$ cat config.mk
export PLATFORM = sky130hd
export DESIGN_NAME = encoder_detent_to_wheel_core_flat
export DESIGN_NICKNAME = d
export VERILOG_FILES = /design/src/rtl/edw_pkg.sv /design/src/rtl/edw_if.sv /design/src/rtl/edw_ram.sv /design/src/rtl/edw_div.sv /design/src/rtl/encoder_detent_to_wheel_core.sv /design/src/flat_wrapper.sv
export SDC_FILE = /design/constraint.sdc
export NUM_CORES = 2
export LEC_CHECK = 0
export BUFFER_PORTS_ARGS = -buffer_cell sky130_fd_sc_hd__buf_2
export CAP_MARGIN = 0
export CORE_ASPECT_RATIO = 2
export CORE_MARGIN = 1.5
export CORE_UTILIZATION = 25
export DETAILED_ROUTE_END_ITERATION = 16
export MAX_ROUTING_LAYER = met4
export PLACE_DENSITY = 0.5
export SLEW_MARGIN = 0
export SYNTH_ARGS = -nofsm -noshare
export SYNTH_HDL_FRONTEND = slang
export SYNTH_SLANG_ARGS = --single-unit
$ cat constraint.sdc
create_clock -name clk -period 4.81 [get_ports clk]
set_input_delay 0.962 -clock clk [delete_from_list [all_inputs] [get_ports clk]]
set_output_delay 0.962 -clock clk [all_outputs]
set_load 0.005 [all_outputs]
$ cat src/rtl/edw_pkg.sv
`timescale 1ns / 1ps
package edw_pkg;

  localparam int FUNC_W   = 2;
  localparam int WHOLE_W  = 16;
  localparam int MICRO_W  = 21;
  localparam int STEP_W   = 16;
  localparam int DET_W    = 9;
  localparam int CFG_IDX_W = 2;
  localparam int CFG_DATA_W = 16;

  localparam logic [FUNC_W-1:0] FUNC_ACCEPT  = 2'd0;
  localparam logic [FUNC_W-1:0] FUNC_TRIGGER = 2'd1;

  localparam logic [CFG_IDX_W-1:0] CFG_CW_STEP  = 2'd0;
  localparam logic [CFG_IDX_W-1:0] CFG_CCW_STEP = 2'd1;
  localparam logic [CFG_IDX_W-1:0] CFG_DETENTS  = 2'd2;

  localparam logic signed [STEP_W-1:0] CW_STEP_RST  = -16'sd1;
  localparam logic signed [STEP_W-1:0] CCW_STEP_RST = 16'sd1;
  localparam logic [DET_W-1:0]         DETENTS_RST  = 9'd20;

  localparam int MICRO_PER_DEG = 1000000;
  localparam int FULL_TURN     = 360;

  localparam int DIV_W     = 17;
  localparam int SPAN_W    = 9;
  localparam int DIV_CNT_W = $clog2(DIV_W);

  typedef struct packed {
    logic signed [WHOLE_W-1:0] rem_degrees;
    logic signed [MICRO_W-1:0] rem_micro;
    logic signed [MICRO_W-1:0] pending_count;
  } slot_t;

  localparam int SLOT_BITS = $bits(slot_t);

endpackage

$ cat src/rtl/edw_if.sv
`timescale 1ns / 1ps
interface edw_in_if;
  logic                                 valid;
  logic                                 ready;
  logic [edw_pkg::FUNC_W-1:0]           func;
  logic                                 enc_sel;
  logic [2:0]                           layer;
  logic signed [edw_pkg::WHOLE_W-1:0]   whole_degrees;
  logic signed [edw_pkg::MICRO_W-1:0]   micro_degrees;

  modport source(output valid, func, enc_sel, layer, whole_degrees, micro_degrees,
                 input ready);
  modport sink(input valid, func, enc_sel, layer, whole_degrees, micro_degrees,
               output ready);
endinterface

interface edw_out_if;
  logic                                valid;
  logic                                ready;
  logic                                report_valid;
  logic signed [edw_pkg::STEP_W-1:0]   wheel_amount;

  modport source(output valid, report_valid, wheel_amount, input ready);
  modport sink(input valid, report_valid, wheel_amount, output ready);
endinterface

interface edw_cfg_if;
  logic                               valid;
  logic                               ready;
  logic [edw_pkg::CFG_IDX_W-1:0]      index;
  logic [edw_pkg::CFG_DATA_W-1:0]     data;

  modport source(output valid, index, data, input ready);
  modport sink(input valid, index, data, output ready);
endinterface

$ cat src/rtl/edw_ram.sv
`timescale 1ns / 1ps
module edw_ram #(
  parameter int WIDTH = 8,
  parameter int DEPTH = 16
) (
  input  logic                                        clk,
  input  logic                                        we,
  input  logic [((DEPTH > 1) ? $clog2(DEPTH) : 1)-1:0] waddr,
  input  logic [WIDTH-1:0]                            wdata,
  input  logic                                        re,
  input  logic [((DEPTH > 1) ? $clog2(DEPTH) : 1)-1:0] raddr,
  output logic [WIDTH-1:0]                            rdata
);

  logic [WIDTH-1:0] mem [DEPTH];

  always_ff @(posedge clk) begin
    if (we) begin
      mem[waddr] <= wdata;
    end
    if (re) begin
      rdata <= mem[raddr];
    end
  end

endmodule

$ cat src/rtl/edw_div.sv
`timescale 1ns / 1ps
module edw_div (
  input  logic                          clk,
  input  logic                          rst_n,
  input  logic                          start,
  input  logic [edw_pkg::DIV_W-1:0]     dividend,
  input  logic [edw_pkg::SPAN_W-1:0]    divisor,
  output logic                          done,
  output logic [edw_pkg::DIV_W-1:0]     quotient,
  output logic [edw_pkg::SPAN_W-1:0]    remainder
);

  logic                              busy_r;
  logic                              done_r;
  logic [edw_pkg::DIV_CNT_W-1:0]     cnt_r;
  logic [edw_pkg::DIV_W-1:0]         dvd_r;
  logic [edw_pkg::SPAN_W-1:0]        part_r;
  logic [edw_pkg::SPAN_W-1:0]        dsr_r;
  logic [edw_pkg::SPAN_W:0]          trial;
  logic [edw_pkg::SPAN_W:0]          diff;
  logic                              qbit;

  assign trial = {part_r, dvd_r[edw_pkg::DIV_W-1]};
  assign diff  = trial - {1'b0, dsr_r};
  assign qbit  = (trial >= {1'b0, dsr_r});

  always_ff @(posedge clk) begin
    if (!rst_n) begin
      busy_r <= 1'b0;
      done_r <= 1'b0;
      cnt_r  <= '0;
    end else begin
      done_r <= 1'b0;
      if (!busy_r && start) begin
        busy_r <= 1'b1;
        cnt_r  <= '0;
      end else if (busy_r) begin
        if (cnt_r == edw_pkg::DIV_CNT_W'(edw_pkg::DIV_W - 1)) begin
          busy_r <= 1'b0;
          done_r <= 1'b1;
        end
        cnt_r <= cnt_r + 1'b1;
      end
    end
  end

  always_ff @(posedge clk) begin
    if (!busy_r && start) begin
      dvd_r  <= dividend;
      dsr_r  <= divisor;
      part_r <= '0;
    end else if (busy_r) begin
      dvd_r  <= {dvd_r[edw_pkg::DIV_W-2:0], qbit};
      part_r <= qbit ? diff[edw_pkg::SPAN_W-1:0] : trial[edw_pkg::SPAN_W-1:0];
    end
  end

  assign done      = done_r;
  assign quotient  = dvd_r;
  assign remainder = part_r;

endmodule

$ cat src/rtl/encoder_detent_to_wheel_core.sv
`timescale 1ns / 1ps
// Detent accumulator: one transaction in gives exactly one transaction out. An angle
// transaction with nonzero whole degrees runs through the serial restoring divider
// (two passes: 360 by detents, then degrees by span); a direct-count angle or a
// process transaction goes through the slot memory read-modify-write. Slot
// state sits in one synchronous RAM; after reset a clearing pass zeroes each of its
// SENSOR_COUNT*LAYER_COUNT slots, with input held off. A finished result waits in an
// output register while the next transaction is taken.
module encoder_detent_to_wheel_core #(
  parameter int SENSOR_COUNT = 2,
  parameter int LAYER_COUNT  = 8
) (
  input  logic         clk,
  input  logic         rst_n,
  edw_cfg_if.sink      cfg_ch,
  edw_in_if.sink       in_ch,
  edw_out_if.source    out_ch
);

  localparam int SLOTS  = SENSOR_COUNT * LAYER_COUNT;
  localparam int SLOT_W = (SLOTS > 1) ? $clog2(SLOTS) : 1;

  typedef enum logic [6:0] {
    ST_CLEAR = 7'b0000001,
    ST_IDLE  = 7'b0000010,
    ST_READ  = 7'b0000100,
    ST_SPAN  = 7'b0001000,
    ST_QUOT  = 7'b0010000,
    ST_MUL   = 7'b0100000,
    ST_FIN   = 7'b1000000
  } state_t;

  state_t state_r, state_nxt;

  logic [SLOT_W-1:0]                    clr_r;
  logic signed [edw_pkg::STEP_W-1:0]    cw_r;
  logic signed [edw_pkg::STEP_W-1:0]    ccw_r;
  logic [edw_pkg::DET_W-1:0]            det_r;
  logic [edw_pkg::SPAN_W-1:0]           det_c;

  logic [edw_pkg::FUNC_W-1:0]           func_r;
  logic [SLOT_W-1:0]                    slot_r;
  logic signed [edw_pkg::WHOLE_W-1:0]   whole_r;
  logic signed [edw_pkg::MICRO_W-1:0]   micro_r;
  logic [edw_pkg::DIV_W-1:0]            dabs_r;
  logic                                 neg_r;
  logic signed [edw_pkg::MICRO_W-1:0]   m_r;
  logic [edw_pkg::STEP_W-1:0]           step_r;
  logic [edw_pkg::STEP_W-1:0]           mag_r;
  logic                                 res_valid_r;
  logic [edw_pkg::STEP_W-1:0]           res_amt_r;
  logic                                 out_valid_r;
  logic                                 out_rv_r;
  logic [edw_pkg::STEP_W-1:0]           out_amt_r;

  logic                                 in_acc;
  logic                                 in_range;
  logic [SLOT_W-1:0]                    slot_in;
  logic                                 out_free;

  logic                                 ram_we;
  logic [SLOT_W-1:0]                    ram_waddr;
  logic [edw_pkg::SLOT_BITS-1:0]        ram_wdata;
  logic                                 ram_re;
  logic [edw_pkg::SLOT_BITS-1:0]        ram_rdata;
  edw_pkg::slot_t                       rd_slot;
  edw_pkg::slot_t                       keep_slot;
  edw_pkg::slot_t                       new_slot;

  logic signed [17:0]                   d_sum;
  logic signed [21:0]                   m_sum;
  logic signed [17:0]                   d_adj;
  logic signed [21:0]                   m_adj;
  logic [17:0]                          d_abs;
  logic [edw_pkg::MICRO_W-1:0]          t_abs;
  logic                                 t_neg;
  logic [31:0]                          prod;
  logic [edw_pkg::MICRO_W-1:0]          q_ext;
  logic [edw_pkg::WHOLE_W-1:0]          r_ext;

  logic                                 div_start;
  logic [edw_pkg::DIV_W-1:0]            div_dvd;
  logic [edw_pkg::SPAN_W-1:0]           div_dsr;
  logic                                 div_done;
  logic [edw_pkg::DIV_W-1:0]            div_quo;
  logic [edw_pkg::SPAN_W-1:0]           div_rem;

  assign cfg_ch.ready = 1'b1;
  assign in_ch.ready  = (state_r == ST_IDLE);
  assign in_acc       = in_ch.valid & in_ch.ready;
  assign in_range     = (32'(in_ch.enc_sel) < SENSOR_COUNT) &&
                        (32'(in_ch.layer) < LAYER_COUNT);
  assign slot_in      = SLOT_W'(32'(in_ch.enc_sel) * LAYER_COUNT + 32'(in_ch.layer));
  assign out_free     = !out_valid_r || out_ch.ready;

  assign out_ch.valid        = out_valid_r;
  assign out_ch.report_valid = out_rv_r;
  assign out_ch.wheel_amount = out_amt_r;

  assign det_c = (det_r == '0) ? edw_pkg::SPAN_W'(1) :
                 (det_r > edw_pkg::DET_W'(edw_pkg::FULL_TURN)) ?
                 edw_pkg::SPAN_W'(edw_pkg::FULL_TURN) : det_r;

  assign rd_slot = edw_pkg::slot_t'(ram_rdata);

  // carry whole degrees out of the micro-degree sum
  assign d_sum = 18'($signed(rd_slot.rem_degrees)) + 18'($signed(whole_r));
  assign m_sum = 22'($signed(rd_slot.rem_micro)) + 22'($signed(micro_r));
  always_comb begin
    d_adj = d_sum;
    m_adj = m_sum;
    if (m_sum >= 22'(2 * edw_pkg::MICRO_PER_DEG)) begin
      d_adj = d_sum + 18'sd2;
      m_adj = m_sum - 22'(2 * edw_pkg::MICRO_PER_DEG);
    end else if (m_sum >= 22'(edw_pkg::MICRO_PER_DEG)) begin
      d_adj = d_sum + 18'sd1;
      m_adj = m_sum - 22'(edw_pkg::MICRO_PER_DEG);
    end else if (m_sum <= -22'(2 * edw_pkg::MICRO_PER_DEG)) begin
      d_adj = d_sum - 18'sd2;
      m_adj = m_sum + 22'(2 * edw_pkg::MICRO_PER_DEG);
    end else if (m_sum <= -22'(edw_pkg::MICRO_PER_DEG)) begin
      d_adj = d_sum - 18'sd1;
      m_adj = m_sum + 22'(edw_pkg::MICRO_PER_DEG);
    end
  end
  assign d_abs = d_adj[17] ? 18'(-d_adj) : 18'(d_adj);

  assign t_neg = rd_slot.pending_count[edw_pkg::MICRO_W-1];
  assign t_abs = t_neg ? -rd_slot.pending_count : rd_slot.pending_count;

  assign prod = step_r * mag_r;

  assign q_ext = edw_pkg::MICRO_W'(div_quo);
  assign r_ext = edw_pkg::WHOLE_W'(div_rem);

  always_comb begin
    keep_slot               = rd_slot;
    keep_slot.pending_count = '0;
    new_slot.rem_degrees    = neg_r ? -r_ext : r_ext;
    new_slot.rem_micro      = m_r;
    new_slot.pending_count  = neg_r ? -q_ext : q_ext;
  end

  always_comb begin
    ram_we    = 1'b0;
    ram_waddr = slot_r;
    ram_wdata = '0;
    ram_re    = 1'b0;
    div_start = 1'b0;
    div_dvd   = edw_pkg::DIV_W'(edw_pkg::FULL_TURN);
    div_dsr   = det_c;
    unique case (state_r)
      ST_CLEAR: begin
        ram_we    = 1'b1;
        ram_waddr = clr_r;
      end
      ST_IDLE: begin
        ram_re = in_acc && in_range;
      end
      ST_READ: begin
        if (func_r == edw_pkg::FUNC_ACCEPT) begin
          if (whole_r == '0) begin
            ram_we    = 1'b1;
            ram_wdata = {rd_slot.rem_degrees, rd_slot.rem_micro, micro_r};
          end else begin
            div_start = 1'b1;
          end
        end else begin
          ram_we    = 1'b1;
          ram_wdata = keep_slot;
        end
      end
      ST_SPAN: begin
        div_start = div_done;
        div_dvd   = dabs_r;
        div_dsr   = div_quo[edw_pkg::SPAN_W-1:0];
      end
      ST_QUOT: begin
        ram_we    = div_done;
        ram_wdata = new_slot;
      end
      default: begin
      end
    endcase
  end

  always_comb begin
    state_nxt = state_r;
    unique case (state_r)
      ST_CLEAR: if (clr_r == SLOT_W'(SLOTS - 1)) state_nxt = ST_IDLE;
      ST_IDLE:  if (in_acc) state_nxt = in_range ? ST_READ : ST_FIN;
      ST_READ: begin
        if (func_r == edw_pkg::FUNC_ACCEPT && whole_r != '0) begin
          state_nxt = ST_SPAN;
        end else if (func_r == edw_pkg::FUNC_TRIGGER) begin
          state_nxt = ST_MUL;
        end else begin
          state_nxt = ST_FIN;
        end
      end
      ST_SPAN:  if (div_done) state_nxt = ST_QUOT;
      ST_QUOT:  if (div_done) state_nxt = ST_FIN;
      ST_MUL:   state_nxt = ST_FIN;
      ST_FIN:   if (out_free) state_nxt = ST_IDLE;
      default:  state_nxt = ST_IDLE;
    endcase
  end

  always_ff @(posedge clk) begin
    if (!rst_n) begin
      state_r     <= ST_CLEAR;
      clr_r       <= '0;
      out_valid_r <= 1'b0;
      cw_r        <= edw_pkg::CW_STEP_RST;
      ccw_r       <= edw_pkg::CCW_STEP_RST;
      det_r       <= edw_pkg::DETENTS_RST;
    end else begin
      state_r <= state_nxt;
      if (state_r == ST_CLEAR) begin
        clr_r <= clr_r + 1'b1;
      end
      if (state_r == ST_FIN && out_free) begin
        out_valid_r <= 1'b1;
      end else if (out_ch.ready) begin
        out_valid_r <= 1'b0;
      end
      if (cfg_ch.valid && cfg_ch.ready) begin
        case (cfg_ch.index)
          edw_pkg::CFG_CW_STEP:  cw_r  <= cfg_ch.data;
          edw_pkg::CFG_CCW_STEP: ccw_r <= cfg_ch.data;
          edw_pkg::CFG_DETENTS:  det_r <= cfg_ch.data[edw_pkg::DET_W-1:0];
          default: begin
          end
        endcase
      end
    end
  end

  always_ff @(posedge clk) begin
    if (in_acc) begin
      func_r      <= in_ch.func;
      slot_r      <= slot_in;
      whole_r     <= in_ch.whole_degrees;
      micro_r     <= in_ch.micro_degrees;
      res_valid_r <= 1'b0;
      res_amt_r   <= '0;
    end
    if (state_r == ST_READ) begin
      dabs_r <= d_abs[edw_pkg::DIV_W-1:0];
      neg_r  <= d_adj[17];
      m_r    <= m_adj[edw_pkg::MICRO_W-1:0];
      step_r <= t_neg ? ccw_r : cw_r;
      mag_r  <= t_abs[edw_pkg::STEP_W-1:0];
      if (func_r == edw_pkg::FUNC_TRIGGER) begin
        res_valid_r <= (rd_slot.pending_count != '0);
      end
    end
    if (state_r == ST_MUL) begin
      res_amt_r <= prod[edw_pkg::STEP_W-1:0];
    end
    if (state_r == ST_FIN && out_free) begin
      out_rv_r  <= res_valid_r;
      out_amt_r <= res_amt_r;
    end
  end

  edw_ram #(
    .WIDTH (edw_pkg::SLOT_BITS),
    .DEPTH (SLOTS)
  ) u_slot_ram (
    .clk   (clk),
    .we    (ram_we),
    .waddr (ram_waddr),
    .wdata (ram_wdata),
    .re    (ram_re),
    .raddr (slot_in),
    .rdata (ram_rdata)
  );

  edw_div u_div (
    .clk       (clk),
    .rst_n     (rst_n),
    .start     (div_start),
    .dividend  (div_dvd),
    .divisor   (div_dsr),
    .done      (div_done),
    .quotient  (div_quo),
    .remainder (div_rem)
  );

  a_div_done_state: assert property (@(posedge clk) disable iff (!rst_n)
    div_done |-> (state_r == ST_SPAN || state_r == ST_QUOT))
    else $error("divider finished outside a divide state");

  a_no_write_idle: assert property (@(posedge clk) disable iff (!rst_n)
    ram_we |-> !(state_r == ST_IDLE || state_r == ST_FIN))
    else $error("slot write while no transaction in flight");

  a_clear_zero: assert property (@(posedge clk) disable iff (!rst_n)
    (state_r == ST_CLEAR) |-> (ram_we && ram_wdata == '0))
    else $error("clearing pass not writing zero");

  a_accept_leaves_idle: assert property (@(posedge clk) disable iff (!rst_n)
    in_acc |=> (state_r != ST_IDLE))
    else $error("accepted transaction dropped");

  a_fin_loads_out: assert property (@(posedge clk) disable iff (!rst_n)
    (state_r == ST_FIN && out_free) |=> out_valid_r)
    else $error("result not presented");

endmodule

$ cat src/flat_wrapper.sv
// flat-port wrapper written by rule: the top's interface ports become plain ports
module encoder_detent_to_wheel_core_flat 
#(
  parameter int SENSOR_COUNT = 2,
  parameter int LAYER_COUNT  = 8
)
  (clk, rst_n, cfg_ch_valid, cfg_ch_index, cfg_ch_data, cfg_ch_ready, in_ch_valid, in_ch_func, in_ch_enc_sel, in_ch_layer, in_ch_whole_degrees, in_ch_micro_degrees, in_ch_ready, out_ch_valid, out_ch_report_valid, out_ch_wheel_amount, out_ch_ready);
  edw_cfg_if cfg_ch_i ();
  edw_in_if in_ch_i ();
  edw_out_if out_ch_i ();
  input  logic clk;
  input  logic rst_n;
  input wire logic [$bits(cfg_ch_i.valid)-1:0] cfg_ch_valid;
  input wire logic [$bits(cfg_ch_i.index)-1:0] cfg_ch_index;
  input wire logic [$bits(cfg_ch_i.data)-1:0] cfg_ch_data;
  output wire logic [$bits(cfg_ch_i.ready)-1:0] cfg_ch_ready;
  input wire logic [$bits(in_ch_i.valid)-1:0] in_ch_valid;
  input wire logic [$bits(in_ch_i.func)-1:0] in_ch_func;
  input wire logic [$bits(in_ch_i.enc_sel)-1:0] in_ch_enc_sel;
  input wire logic [$bits(in_ch_i.layer)-1:0] in_ch_layer;
  input wire logic [$bits(in_ch_i.whole_degrees)-1:0] in_ch_whole_degrees;
  input wire logic [$bits(in_ch_i.micro_degrees)-1:0] in_ch_micro_degrees;
  output wire logic [$bits(in_ch_i.ready)-1:0] in_ch_ready;
  output wire logic [$bits(out_ch_i.valid)-1:0] out_ch_valid;
  output wire logic [$bits(out_ch_i.report_valid)-1:0] out_ch_report_valid;
  output wire logic [$bits(out_ch_i.wheel_amount)-1:0] out_ch_wheel_amount;
  input wire logic [$bits(out_ch_i.ready)-1:0] out_ch_ready;
  assign cfg_ch_i.valid = cfg_ch_valid;
  assign cfg_ch_i.index = cfg_ch_index;
  assign cfg_ch_i.data = cfg_ch_data;
  assign cfg_ch_ready = cfg_ch_i.ready;
  assign in_ch_i.valid = in_ch_valid;
  assign in_ch_i.func = in_ch_func;
  assign in_ch_i.enc_sel = in_ch_enc_sel;
  assign in_ch_i.layer = in_ch_layer;
  assign in_ch_i.whole_degrees = in_ch_whole_degrees;
  assign in_ch_i.micro_degrees = in_ch_micro_degrees;
  assign in_ch_ready = in_ch_i.ready;
  assign out_ch_valid = out_ch_i.valid;
  assign out_ch_report_valid = out_ch_i.report_valid;
  assign out_ch_wheel_amount = out_ch_i.wheel_amount;
  assign out_ch_i.ready = out_ch_ready;
  encoder_detent_to_wheel_core #(.SENSOR_COUNT(SENSOR_COUNT), .LAYER_COUNT(LAYER_COUNT)) u_core (.clk(clk), .rst_n(rst_n), .cfg_ch(cfg_ch_i), .in_ch(in_ch_i), .out_ch(out_ch_i));
endmodule
==> results.sh <==
export IMPL_first_global_vias=34210
export IMPL_clkTransAtPathRegs_ps=80
export IMPL_ys_types=99
export IMPL_grt_pass1_wl_um=244000
export IMPL_hold_class="in -> reg"
export IMPL_yosysSeqAreaShare_pct=65.2
export IMPL_avgViaCountPerCell=4.63
export IMPL_slew_headroom_pct=15.8
export IMPL_ctsHtreeMaxLevel=3
export IMPL_io_buffers=84
export IMPL_final_nets=4141
export IMPL_crit_buf_inv=5
export IMPL_hold_viol=0
export IMPL_grt_overflow=0
export IMPL_drt_pass1_iterations=7
export IMPL_syn_inst=3399
export IMPL_vias=32124
export IMPL_clockBufferDepth=3
export IMPL_max_freq_mhz=188
export IMPL_numCtsBuffers=111
export IMPL_globalRouteTotalUtil_pct=15.5
export IMPL_grt_setup_unrepaired="yes"
export IMPL_timing_hold_ws_ps=381
export IMPL_coreArea_um2=221000
export IMPL_routabilityCongestion=0.958
export IMPL_crit_fanout=4
export IMPL_power_mw=32.6
export IMPL_synth_top_area_cell="edfxtp_1"
export IMPL_drc=0
export IMPL_peakVddDrop_uv=341
export IMPL_drive_above_1_share_pct=30.9
export IMPL_detail_route_antenna_nets=0
export IMPL_crit_slowest_cell="fa_1"
export IMPL_min_period_ps=5310
export IMPL_ioPinCount=86
export IMPL_insertion_delay_ps=750
export IMPL_fin_setup_tns_ps=-5060
export IMPL_place_ws_ps=-717
export IMPL_status="finished with violations"
export IMPL_criticalPathCategory="reg -> reg"
export IMPL_cts_tree="yes"
export IMPL_drt_total_wl_um=171000
export IMPL_crit_path_end_kind="flip-flop"
export IMPL_post_route_period_util_pct=110
export IMPL_drt_initial_drc_count=2029
export IMPL_ys_seq_elements=1229
export IMPL_area_growth_pct=22.6
export IMPL_die_y_um=670
export IMPL_path_delay_family="adder cells"
export IMPL_synth_most_common_cell="edfxtp_1"
export IMPL_chipWidth_um=336
export IMPL_critPathMaxStageDelay_ps=580
export IMPL_synth_edf_count=1159
export IMPL_violations="negative setup slack"
export IMPL_p_leak_nw=22.2
export IMPL_cp_cell_sequence="nand2_1, fa_1, inv_2, fa_1, inv_2, fa_1, inv_1, fa_1, inv_1, fa_1, inv_2, fa_2, xnor2_2, xnor2_1, xnor2_1, xnor2_1, xnor2_1, xnor2_1, nor2_1"
export IMPL_cts_sinks=1229
export IMPL_syn_mean_instance_area_um2=16.3
export IMPL_wire_per_inst_um=24.7
export IMPL_yosysWarnings=0
export IMPL_drv_slew=0
export IMPL_worstSetupStartpointType="flip-flop"
export IMPL_grt_max_degree=65
export IMPL_maxCapViolCount=0
export IMPL_worstPathArrival_ps=5760
export IMPL_power_density_nw_per_um2=478
export IMPL_synthTopCellsByArea="edfxtp_1 63%, mux4_2 12%, fa_1 3.0%"
export IMPL_synthTopCellsByCount="1159 x edfxtp_1, 292 x nand2_1, 290 x mux4_2"
export IMPL_dieArea_um2=225000
export IMPL_dp_cells=6664
export IMPL_initial_utilization_pct=25.2
export IMPL_cp_data_required_time_ps=5260
export IMPL_setup_slack_ps=-502
export IMPL_syn_num_nets=3664
export IMPL_synth_async_sr_flop_share_pct=0
export IMPL_fin_worst_skew_ps=44.2
export IMPL_finalSetupViolations=16
export IMPL_yosys_area_top_type_share_pct=62.7
export IMPL_syn_area_um2=55500
export IMPL_tightest_slew_ps=1260
export IMPL_antenna_found_initial=9
export IMPL_hpwl_um=111000
export IMPL_synth_flop_cell="edfxtp_1"
export IMPL_finalNonFillerCells=6931
export IMPL_cts_root_buf="clkbuf_16"
export IMPL_num_rows=244
[timing repair]
item | 4_1_cts | 5_1_grt
setup endpoints to repair | 29 | 31
gates resized for setup | 107 | 104
hold buffers | 0 | 0
endpoints found under the hold margin | 0 | 0
pin swaps | 63 | 55
setup buffers | 35 | 23
[per-layer routing]
layer,track usage (%),vias up,routed length (um)
met4,7.24,0,9070
met5,-,-,0
met3,1.82,361,5360
met2,28.9,764,94700
li1,-,14108,-
met1,16.1,16891,62300
[layout make-up]
type | count | area, um^2
Timing Repair Buffer | 522 | 4300
Inverter | 172 | 657
Fill cell | 21645 | 153000
Clock buffer | 131 | 2920
Multi-Input combinational cell | 1840 | 19200
Tap cell | 2952 | 3690
Clock inverter | 78 | 1050
Antenna cell | 7 | 17.5
Sequential cell | 1229 | 36200
[stage by stage]
step | area, um^2 | util, %
6_report | 68100 | 30.8
3_3_place_gp | 62600 | 28.4
3_5_place_dp | 62600 | 28.4
2_1_floorplan | 55800 | -
4_1_cts | 67400 | 30.5
5_1_grt | 68100 | 30.8
[worst reg2reg max path: cells and delay by family, from the launching register on]
| family | cells | cell delay [ps] |
|---|---|---|
| buffers and inverters | 5 | 260 |
| xor gates and xnor gates | 6 | 1020 |
| DFF | 1 | 510 |
| adders and majority gates | 6 | 3060 |
| and+or+nand+nor | 2 | 200 |
[path summary, 6_finish.rpt]
path,start,to,slack [ps],cells past startpoint
min reg2reg,u_core.res_amt_r[8],u_core.out_ch.wheel_amount[8],420,0
min,in_ch_whole_degrees[8],u_core.whole_r[8],380,1
max,u_core.step_r[9],u_core.res_amt_r[15],-500,19
max reg2reg,u_core.step_r[9],u_core.res_amt_r[15],-500,19
[flip-flops by register name, summed over array words and instances, names as in the netlist, 17 cells and up]
| name | count |
|---|---|
| u_core.dabs_r | 17 |
| u_core.m_r | 21 |
| u_core.micro_r | 21 |
| u_core.u_div.quotient | 17 |
| u_core.u_slot_ram.mem | 928 |
| u_core.u_slot_ram.rdata | 58 |
[power breakdown]
group | switching (mW) | total (mW) | internal [mW] | leakage, nW
clock network | 4.27 | 9.66 | 5.38 | 1.91
registers | 0.373 | 13.4 | 13.0 | 10.2
logic | 5.25 | 9.55 | 4.30 | 10.0
[cell families after synthesis]
kind of cell,Yosys count,share of synthesized area (%)
compound gates,432,5.56
fa+ha+maj,199,5.61
flops,1229,65.2
other cells,1,0.00675
xor+xnor,162,2.60
buf+inv,330,2.32
simple gates,719,6.25
mux,327,12.5
[layout by cell type, fill, tap and decap left out, drive strengths merged, types with 8 or more instances in the layout]
| cell type | count |
|---|---|
| a211oi | 13 |
| buf | 522 |
| or2 | 12 |
| nor3 | 29 |
| mux4 | 290 |
| a21o | 23 |
| ha | 116 |
| bufinv | 18 |
| inv | 179 |
| mux2 | 21 |
| or3 | 20 |
| xnor2 | 121 |
| nand3 | 38 |
| clkinv | 47 |
| mux2i | 16 |
| a221oi | 8 |
| nand2 | 292 |
| dfxtp | 70 |
| edfxtp | 1159 |
| o21a | 19 |
| and2 | 68 |
| nand2b | 20 |
| o211ai | 17 |
| nand4 | 23 |
| a21oi | 93 |
| o21bai | 11 |
| a22o | 52 |
| o31ai | 14 |
| clkbuf | 131 |
| nor4 | 16 |
| fa | 83 |
| and3 | 15 |
| nor2b | 11 |
| or4 | 12 |
| xor2 | 41 |
| a31oi | 21 |
| nor2 | 134 |
| o21ai | 86 |
Power figures use the tool's default switching activity.
